===== config.mk =====
export PLATFORM = sky130hd
export DESIGN_NAME = srm_ctrl
export DESIGN_NICKNAME = d
export VERILOG_FILES = /design/src/rtl/core/srm_pkg.sv /design/src/rtl/core/srm_ctrl.sv
export SDC_FILE = /design/constraint.sdc
export NUM_CORES = 1
export LEC_CHECK = 0
export BUFFER_PORTS_ARGS = -buffer_cell sky130_fd_sc_hd__buf_2
export CAP_MARGIN = 20
export CELL_PAD_IN_SITES_DETAIL_PLACEMENT = 2
export CELL_PAD_IN_SITES_GLOBAL_PLACEMENT = 2
export CORE_MARGIN = 4
export CORE_UTILIZATION = 34
export DETAILED_ROUTE_END_ITERATION = 8
export GPL_TIMING_DRIVEN = 0
export PLACE_DENSITY = 0.85
export SETUP_SLACK_MARGIN = 0.3
export SYNTH_ARGS = -nofsm -noshare
export SYNTH_HDL_FRONTEND = slang
export SYNTH_SLANG_ARGS = --single-unit

===== constraint.sdc =====
create_clock -name clk -period 5.8 [get_ports clk]
set_clock_uncertainty 0.05 [all_clocks]
set_input_delay 0.87 -clock clk [delete_from_list [all_inputs] [get_ports clk]]
set_output_delay 0.87 -clock clk [all_outputs]
set_load 0.005 [all_outputs]

===== src/rtl/core/srm_pkg.sv =====
package srm_pkg;

    // mailbox bank geometry
    localparam int SLOTS        = 16;
    localparam int BOXES        = 8;
    localparam int PAYLOAD_BITS = 32;

    localparam int IDX_W     = $clog2(SLOTS);
    localparam int BOX_IDX_W = (BOXES > 1) ? $clog2(BOXES) : 1;
    localparam int ADDR_W    = (BOXES * SLOTS > 1) ? $clog2(BOXES * SLOTS) : 1;
    localparam int SRC_W     = 8;
    localparam int BOX_W     = 3;
    localparam int BODY_W    = 32;

    localparam logic [SRC_W-1:0] HW_SOURCE_RESET = 8'hFF;

    // operation codes
    localparam logic FUNC_SEND = 1'b0;
    localparam logic FUNC_RECV = 1'b1;

    typedef logic [IDX_W-1:0]  idx_t;
    typedef logic [ADDR_W-1:0] addr_t;

    typedef enum logic [1:0] {
        ST_SENT = 2'd0,
        ST_FULL = 2'd1,
        ST_GOT  = 2'd2,
        ST_NONE = 2'd3
    } status_t;

    typedef enum logic [2:0] {
        S_IDLE,
        S_SEND,
        S_SCAN,
        S_SHIFT,
        S_DONE
    } state_t;

    typedef struct packed {
        logic              func;
        logic [BOX_W-1:0]  box;
        logic [SRC_W-1:0]  source_id;
        logic              any_source;
        logic              from_hw;
        logic [BODY_W-1:0] payload;
    } in_t;

    typedef struct packed {
        status_t           status;
        logic [SRC_W-1:0]  msg_source;
        logic [BODY_W-1:0] msg_payload;
    } out_t;

    typedef struct packed {
        logic [SRC_W-1:0]        src;
        logic [PAYLOAD_BITS-1:0] body;
    } slot_t;

    typedef struct packed {
        logic  rd_en;
        addr_t rd_addr;
        logic  wr_en;
        addr_t wr_addr;
        slot_t wr_data;
    } ram_req_t;

    function automatic idx_t ring_next(idx_t i);
        idx_t r;
        if (int'(i) == SLOTS - 1)
            r = '0;
        else
            r = i + idx_t'(1);
        return r;
    endfunction

    function automatic idx_t ring_prev(idx_t i);
        idx_t r;
        if (i == '0)
            r = idx_t'(SLOTS - 1);
        else
            r = i - idx_t'(1);
        return r;
    endfunction

    function automatic addr_t slot_addr(logic [BOX_W-1:0] box, idx_t i);
        logic [ADDR_W+BOX_W-1:0] a;
        a = (ADDR_W+BOX_W)'(box) * (ADDR_W+BOX_W)'(SLOTS) + (ADDR_W+BOX_W)'(i);
        return addr_t'(a);
    endfunction

endpackage


===== src/rtl/core/srm_ctrl.sv =====
module srm_ctrl (
    input  logic                          clk,
    input  logic                          rst_n,
    input  logic                          in_valid,
    output logic                          in_ready,
    input  srm_pkg::in_t                  in_data,
    input  logic [srm_pkg::SRC_W-1:0]     hw_source_id,
    output logic                          res_valid,
    input  logic                          res_ready,
    output srm_pkg::out_t                 res_data,
    output srm_pkg::ram_req_t             ram_req,
    input  srm_pkg::slot_t                ram_rd_data
);

    srm_pkg::state_t state_reg, state_next;
    srm_pkg::in_t    cmd_reg, cmd_next;
    srm_pkg::out_t   res_reg, res_next;
    srm_pkg::slot_t  hit_reg, hit_next;
    srm_pkg::idx_t   scan_idx_reg, scan_idx_next;
    srm_pkg::idx_t   chk_idx_reg, chk_idx_next;
    logic            chk_valid_reg, chk_valid_next;
    srm_pkg::idx_t   sh_idx_reg, sh_idx_next;
    logic            sh_pend_reg, sh_pend_next;

    srm_pkg::idx_t   head_reg [srm_pkg::BOXES];
    srm_pkg::idx_t   tail_reg [srm_pkg::BOXES];
    logic            head_inc;
    logic            tail_inc;

    logic                            box_ok;
    logic [srm_pkg::BOX_IDX_W-1:0]   bidx;
    srm_pkg::idx_t                   h;
    srm_pkg::idx_t                   t;
    logic                            match;
    srm_pkg::idx_t                   sh_j;

    // current box pointers
    assign box_ok = int'(cmd_reg.box) < srm_pkg::BOXES;
    assign bidx   = srm_pkg::BOX_IDX_W'(cmd_reg.box);
    assign h      = box_ok ? head_reg[bidx] : '0;
    assign t      = box_ok ? tail_reg[bidx] : '0;
    assign match  = chk_valid_reg
                    && (cmd_reg.any_source || ram_rd_data.src == cmd_reg.source_id);
    assign sh_j   = sh_pend_reg ? srm_pkg::ring_prev(sh_idx_reg) : sh_idx_reg;

    // state and working registers
    always_ff @(posedge clk or negedge rst_n)
    begin
        if (!rst_n)
        begin
            state_reg     <= srm_pkg::S_IDLE;
            chk_valid_reg <= 1'b0;
            sh_pend_reg   <= 1'b0;
        end
        else
        begin
            state_reg     <= state_next;
            chk_valid_reg <= chk_valid_next;
            sh_pend_reg   <= sh_pend_next;
        end
    end

    // payload registers
    always_ff @(posedge clk)
    begin
        cmd_reg      <= cmd_next;
        res_reg      <= res_next;
        hit_reg      <= hit_next;
        scan_idx_reg <= scan_idx_next;
        chk_idx_reg  <= chk_idx_next;
        sh_idx_reg   <= sh_idx_next;
    end

    // ring pointers per box
    always_ff @(posedge clk or negedge rst_n)
    begin
        if (!rst_n)
        begin
            for (int b = 0; b < srm_pkg::BOXES; b++)
            begin
                head_reg[b] <= '0;
                tail_reg[b] <= '0;
            end
        end
        else
        begin
            if (head_inc)
            begin
                head_reg[bidx] <= srm_pkg::ring_next(h);
            end
            if (tail_inc)
            begin
                tail_reg[bidx] <= srm_pkg::ring_next(t);
            end
        end
    end

    // next state and memory requests
    always_comb
    begin
        state_next     = state_reg;
        cmd_next       = cmd_reg;
        res_next       = res_reg;
        hit_next       = hit_reg;
        scan_idx_next  = scan_idx_reg;
        chk_idx_next   = chk_idx_reg;
        chk_valid_next = chk_valid_reg;
        sh_idx_next    = sh_idx_reg;
        sh_pend_next   = sh_pend_reg;
        head_inc       = 1'b0;
        tail_inc       = 1'b0;
        in_ready       = 1'b0;
        res_valid      = 1'b0;
        ram_req        = '0;

        unique case (state_reg)
            srm_pkg::S_IDLE:
            begin
                in_ready = 1'b1;
                if (in_valid)
                begin
                    cmd_next       = in_data;
                    chk_valid_next = 1'b0;
                    sh_pend_next   = 1'b0;
                    if (int'(in_data.box) < srm_pkg::BOXES)
                        scan_idx_next = head_reg[srm_pkg::BOX_IDX_W'(in_data.box)];
                    else
                        scan_idx_next = '0;
                    if (in_data.func == srm_pkg::FUNC_SEND)
                        state_next = srm_pkg::S_SEND;
                    else
                        state_next = srm_pkg::S_SCAN;
                end
            end

            srm_pkg::S_SEND:
            begin
                res_next = '0;
                if (!box_ok || srm_pkg::ring_next(t) == h)
                begin
                    res_next.status = srm_pkg::ST_FULL;
                end
                else
                begin
                    res_next.status      = srm_pkg::ST_SENT;
                    ram_req.wr_en        = 1'b1;
                    ram_req.wr_addr      = srm_pkg::slot_addr(cmd_reg.box, t);
                    ram_req.wr_data.src  = cmd_reg.from_hw ? hw_source_id : cmd_reg.source_id;
                    ram_req.wr_data.body = srm_pkg::PAYLOAD_BITS'(cmd_reg.payload);
                    tail_inc             = 1'b1;
                end
                state_next = srm_pkg::S_DONE;
            end

            // read ahead one entry while checking the previous one
            srm_pkg::S_SCAN:
            begin
                if (!box_ok)
                begin
                    res_next        = '0;
                    res_next.status = srm_pkg::ST_NONE;
                    state_next      = srm_pkg::S_DONE;
                end
                else if (match)
                begin
                    hit_next       = ram_rd_data;
                    sh_idx_next    = chk_idx_reg;
                    sh_pend_next   = 1'b0;
                    chk_valid_next = 1'b0;
                    state_next     = srm_pkg::S_SHIFT;
                end
                else if (scan_idx_reg == t)
                begin
                    chk_valid_next = 1'b0;
                    if (!chk_valid_reg)
                    begin
                        res_next        = '0;
                        res_next.status = srm_pkg::ST_NONE;
                        state_next      = srm_pkg::S_DONE;
                    end
                end
                else
                begin
                    ram_req.rd_en  = 1'b1;
                    ram_req.rd_addr = srm_pkg::slot_addr(cmd_reg.box, scan_idx_reg);
                    chk_idx_next   = scan_idx_reg;
                    chk_valid_next = 1'b1;
                    scan_idx_next  = srm_pkg::ring_next(scan_idx_reg);
                end
            end

            // move older entries up one slot, one per cycle
            srm_pkg::S_SHIFT:
            begin
                if (sh_pend_reg)
                begin
                    ram_req.wr_en   = 1'b1;
                    ram_req.wr_addr = srm_pkg::slot_addr(cmd_reg.box, sh_idx_reg);
                    ram_req.wr_data = ram_rd_data;
                end
                if (sh_j == h)
                begin
                    head_inc             = 1'b1;
                    sh_pend_next         = 1'b0;
                    res_next.status      = srm_pkg::ST_GOT;
                    res_next.msg_source  = hit_reg.src;
                    res_next.msg_payload = srm_pkg::BODY_W'(hit_reg.body);
                    state_next           = srm_pkg::S_DONE;
                end
                else
                begin
                    ram_req.rd_en   = 1'b1;
                    ram_req.rd_addr = srm_pkg::slot_addr(cmd_reg.box, srm_pkg::ring_prev(sh_j));
                    sh_idx_next     = sh_j;
                    sh_pend_next    = 1'b1;
                end
            end

            srm_pkg::S_DONE:
            begin
                res_valid = 1'b1;
                if (res_ready)
                    state_next = srm_pkg::S_IDLE;
            end

            default:
            begin
                state_next = srm_pkg::S_IDLE;
            end
        endcase
    end

    assign res_data = res_reg;

endmodule


==> metrics.txt <==
# TYPE chip_impl_metric gauge
chip_impl_metric{name="global_route.usage.total",unit="%"} 22.4
chip_impl_metric{name="htree_levels",unit=""} 1
chip_impl_info{name="netlist_top_cells_area",value="sky130_fd_sc_hd__edfxtp_1 43%, sky130_fd_sc_hd__dfrtp_1 18%, sky130_fd_sc_hd__mux2_2 6.3%"} 1
chip_impl_metric{name="final_core_util",unit="%"} 43.4
chip_impl_info{name="root_buffer_master",value="sky130_fd_sc_hd__clkbuf_16"} 1
chip_impl_info{name="grt_setup_unrepaired",value="false"} 1
chip_impl_metric{name="synth_top_area_share",unit="%"} 43.5
chip_impl_metric{name="worst_path_clk_slew",unit="ns"} 0.06
chip_impl_info{name="run_status",value="finished clean"} 1
chip_impl_metric{name="post-dp-hpwl",unit="um"} 24900
chip_impl_metric{name="fmax",unit="GHz"} 0.186
chip_impl_metric{name="postCtsSetupRepairBufs",unit=""} 0
chip_impl_metric{name="fp-row-count",unit=""} 61
chip_impl_metric{name="antennaDiodeCount",unit=""} 0
chip_impl_metric{name="postRouteWirelength",unit="um"} 36000
chip_impl_metric{name="ios",unit=""} 198
chip_impl_metric{name="synth.net_count",unit=""} 756
chip_impl_metric{name="drive_gt1_share",unit="%"} 41.4
chip_impl_metric{name="die_width",unit="um"} 176
chip_impl_metric{name="worst_ir_drop_vdd",unit="V"} 0.000236
chip_impl_metric{name="max_slew_margin",unit="%"} 42.6
chip_impl_metric{name="avgRoutedWirePerCell",unit="um"} 28.2
chip_impl_metric{name="finalCritPeriodShare",unit="%"} 92.6
chip_impl_metric{name="maxCapViolCount",unit=""} 0
chip_impl_metric{name="timing_max_transition_violations_final",unit=""} 0
chip_impl_metric{name="mean_instance_size_in_the_synthesized_netlist",unit="sq um"} 14.7
chip_impl_metric{name="die_area",unit="sq um"} 31000
chip_impl_metric{name="total_clock_sinks",unit=""} 208
chip_impl_metric{name="cellPowerDensity",unit="nW/um^2"} 447
chip_impl_metric{name="clock_insertion_delay_worst_skew",unit="ns"} 0.53
chip_impl_info{name="r2r-start",value="bidx[2]$_DFFE_PP_"} 1
chip_impl_metric{name="overflow",unit=""} 0
chip_impl_info{name="tritoncts",value="done"} 1
chip_impl_metric{name="worst-r2r-cell-count",unit=""} 11
chip_impl_metric{name="cts_buffer_count",unit=""} 24
chip_impl_metric{name="initial_antenna_violation_count",unit=""} 0
chip_impl_metric{name="n_fill_cell",unit=""} 2764
chip_impl_metric{name="synth-seq-area-share",unit="%"} 61.5
chip_impl_metric{name="yosysWarnings",unit=""} 0
chip_impl_metric{name="worst-slew-pin-transition",unit="ns"} 0.853
chip_impl_info{name="crit_path_start_kind",value="flop"} 1
chip_impl_metric{name="detail_route.first_pass.iterations",unit=""} 5
chip_impl_metric{name="area.growth.synth_to_final",unit="%"} 26.0
chip_impl_metric{name="fin_total_pwr",unit="uW"} 5410
chip_impl_metric{name="number_of_global_route_vias_before_repair",unit=""} 7761
chip_impl_metric{name="report.final.setup_viol",unit=""} 0
chip_impl_metric{name="tns",unit="ns"} 0
chip_impl_metric{name="drt_first_iter_violations",unit=""} 564
chip_impl_info{name="crit_type",value="reg2out"} 1
chip_impl_info{name="end_kind",value="output port"} 1
chip_impl_metric{name="multiInputGateArea",unit="sq um"} 3460
chip_impl_metric{name="port-buffer-count",unit=""} 197
chip_impl_metric{name="synth.distinct_cells",unit=""} 70
chip_impl_metric{name="path_max_fanout",unit=""} 10
chip_impl_metric{name="dpl-instance-area",unit="sq um"} 11200
chip_impl_metric{name="finalWorstPathRequiredPeriod",unit="ns"} 5.37
chip_impl_info{name="cp-endpoint",value="ram_req[34]"} 1
chip_impl_metric{name="finalWeightedCongestion",unit=""} 0.803
chip_impl_metric{name="via_per_inst",unit=""} 5.47
chip_impl_info{name="crit_path_start",value="bidx[2]$_DFFE_PP_"} 1
chip_impl_metric{name="global_route_wire_length_before_repair",unit="um"} 52300
chip_impl_metric{name="synth-seq-cells",unit=""} 208
chip_impl_metric{name="seqCellArea",unit="sq um"} 5900
chip_impl_info{name="dominantRegCellSynth",value="sky130_fd_sc_hd__edfxtp_1"} 1
chip_impl_metric{name="antenna_violating_nets_post_route",unit=""} 0
chip_impl_metric{name="maximum_number_of_pins_on_one_net_before_global_route_repair",unit=""} 70
chip_impl_metric{name="fp.dieH",unit="um"} 176
chip_impl_metric{name="r2r_slack",unit="ns"} 1.45
chip_impl_metric{name="postSynth.asyncResetShare",unit="%"} 33.2
chip_impl_metric{name="ctsHoldBuffers",unit=""} 0
chip_impl_metric{name="cts-resized-gates",unit=""} 0
chip_impl_info{name="hold_class",value="in2async"} 1
chip_impl_metric{name="critPathArrivalTime",unit="ns"} 4.45
chip_impl_metric{name="core_area",unit="sq um"} 27900
chip_impl_metric{name="post_synth_instance_area",unit="sq um"} 9600
chip_impl_metric{name="worstPathRequired",unit="ns"} 4.88
chip_impl_metric{name="route.detailed.drc",unit=""} 0
chip_impl_metric{name="number_of_cells_produced_by_synthesis",unit=""} 653
chip_impl_metric{name="postLayoutCellArea",unit="sq um"} 12100
chip_impl_info{name="post-synth-top-area-cell",value="sky130_fd_sc_hd__edfxtp_1"} 1
chip_impl_metric{name="smallest_hold_slack",unit="ns"} 0.286
chip_impl_metric{name="detailroute.via_count",unit=""} 6995
chip_impl_info{name="r2r-end",value="head_reg[4]$_DFFE_PN0P_"} 1
chip_impl_metric{name="cts_buffer_depth",unit=""} 3
chip_impl_metric{name="post_synth_edffs",unit=""} 139
chip_impl_metric{name="static-leakage-power",unit="uW"} 0.00533
chip_impl_metric{name="final_nets",unit=""} 986
chip_impl_metric{name="hold_viol_final",unit=""} 0
chip_impl_metric{name="start_util",unit="%"} 34.5
## how the worst min path moves through the flow
stage	startpoint	to
6_report	rst_n	head_reg[0]$_DFFE_PN0P_
5_1_grt	rst_n	head_reg[20]$_DFFE_PN0P_
4_1_cts	rst_n	head_reg[1]$_DFFE_PN0P_
3_5_place_dp	tail_reg[4]$_DFFE_PN0P_	tail_reg[4]$_DFFE_PN0P_
2_1_floorplan	tail_reg[2]$_DFFE_PN0P_	tail_reg[2]$_DFFE_PN0P_
3_3_place_gp	tail_reg[2]$_DFFE_PN0P_	tail_reg[2]$_DFFE_PN0P_
## cells in the mapped netlist, drive strengths merged, types with 2 or more instances
| library cell | number |
|---|---|
| mux4 | 18 |
| inv | 12 |
| and3b | 5 |
| nor3 | 8 |
| or3 | 3 |
| nor3b | 2 |
| xor2 | 17 |
| mux2i | 17 |
| nor4 | 8 |
| nor2 | 11 |
| and2 | 5 |
| nand3 | 5 |
| or2 | 2 |
| and3 | 44 |
| xnor2 | 5 |
| nor2b | 5 |
| mux2 | 68 |
| nand4 | 2 |
| nand2b | 9 |
| ha | 5 |
| edfxtp | 139 |
| a22o | 34 |
| buf | 17 |
| a211oi | 4 |
| clkbuf | 21 |
| o21a | 6 |
| o21ai | 34 |
| a31oi | 6 |
| a21oi | 10 |
| dfrtp | 69 |
| nand2 | 43 |
## area by class of cell
type                            instances  area share, %
Tap cell                              378           3.91
Clock buffer                           34           5.95
Clock inverter                         10           1.29
Multi-Input combinational cell        394           28.6
Buffer                                 38           1.79
Timing Repair Buffer                  204           9.26
Inverter                               13          0.414
Sequential cell                       208           48.8
## per-layer routing
metal / wire, um / global-route usage, % / up-vias
li1: - / - / 2966
met1: 13800 / 25.9 / 3654
met2: 18800 / 41.2 / 285
met3: 1940 / 4.39 / 90
met4: 1560 / 8.19 / 0
met5: 0 / 0 / -
## layout by cell type, fill, tap and decap left out, drive strengths merged, types with 2 or more instances in the layout
cell type	synthesis	final
ha	5	5
o21a	6	6
mux2i	17	17
a31oi	6	6
nand2	43	43
a22o	34	34
a21oi	10	10
and3b	5	5
and3	44	44
dfrtp	69	69
nor2	11	11
clkinv	1	7
or3	3	3
a211oi	4	4
nor2b	5	5
mux4	18	18
nand3	5	5
edfxtp	139	139
buf	17	221
nand4	2	2
bufinv	0	4
xor2	17	17
o21ai	34	34
clkbuf	21	55
nand2b	9	9
xnor2	5	5
and2	5	5
nor3	8	8
mux2	68	68
inv	12	12
nor3b	2	2
nor4	8	8
or2	2	2
## cell families after synthesis
family	count (synthesis)	synth area share [%]
DFF	208	61.5
adders and majority gates	5	0.652
xor gates and xnor gates	23	2.24
buffers and inverters	51	2.78
and+or+nand+nor	158	10.1
AOI/OAI and AO/OA	105	7.99
muxes	103	14.8
## report_power, final
part | internal [uW] | switching, uW | total (uW)
clock | 1040 | 646 | 1690
sequential | 1940 | 186 | 2120
combinational | 602 | 1000 | 1600
total | 3580 | 1830 | 5410
## worst max-delay path, stage by stage (launching register included)
cell,delay [ns]
sky130_fd_sc_hd__edfxtp_1,0.33
sky130_fd_sc_hd__buf_4,0.19
sky130_fd_sc_hd__buf_2,0.31
sky130_fd_sc_hd__mux4_2,0.38
sky130_fd_sc_hd__nand2_1,0.10
sky130_fd_sc_hd__nand2_1,0.19
sky130_fd_sc_hd__ha_1,0.35
sky130_fd_sc_hd__a211o_1,0.31
sky130_fd_sc_hd__a31o_2,0.28
sky130_fd_sc_hd__a211oi_2,0.34
sky130_fd_sc_hd__or3_2,0.19
sky130_fd_sc_hd__clkbuf_1,0.51
sky130_fd_sc_hd__o21ai_0,0.25
sky130_fd_sc_hd__buf_2,0.18
## stage by stage
stage / setup WS [ns] / std cells
finish: 0.431 / 1279
CTS: 0.487 / 1279
detailed placement: 1.10 / 1235
global placement: -0.184 / 1228
global route: 0.330 / 1279
floorplan: 1.38 / 653
Note: power is estimated with default switching activity, not from simulation.
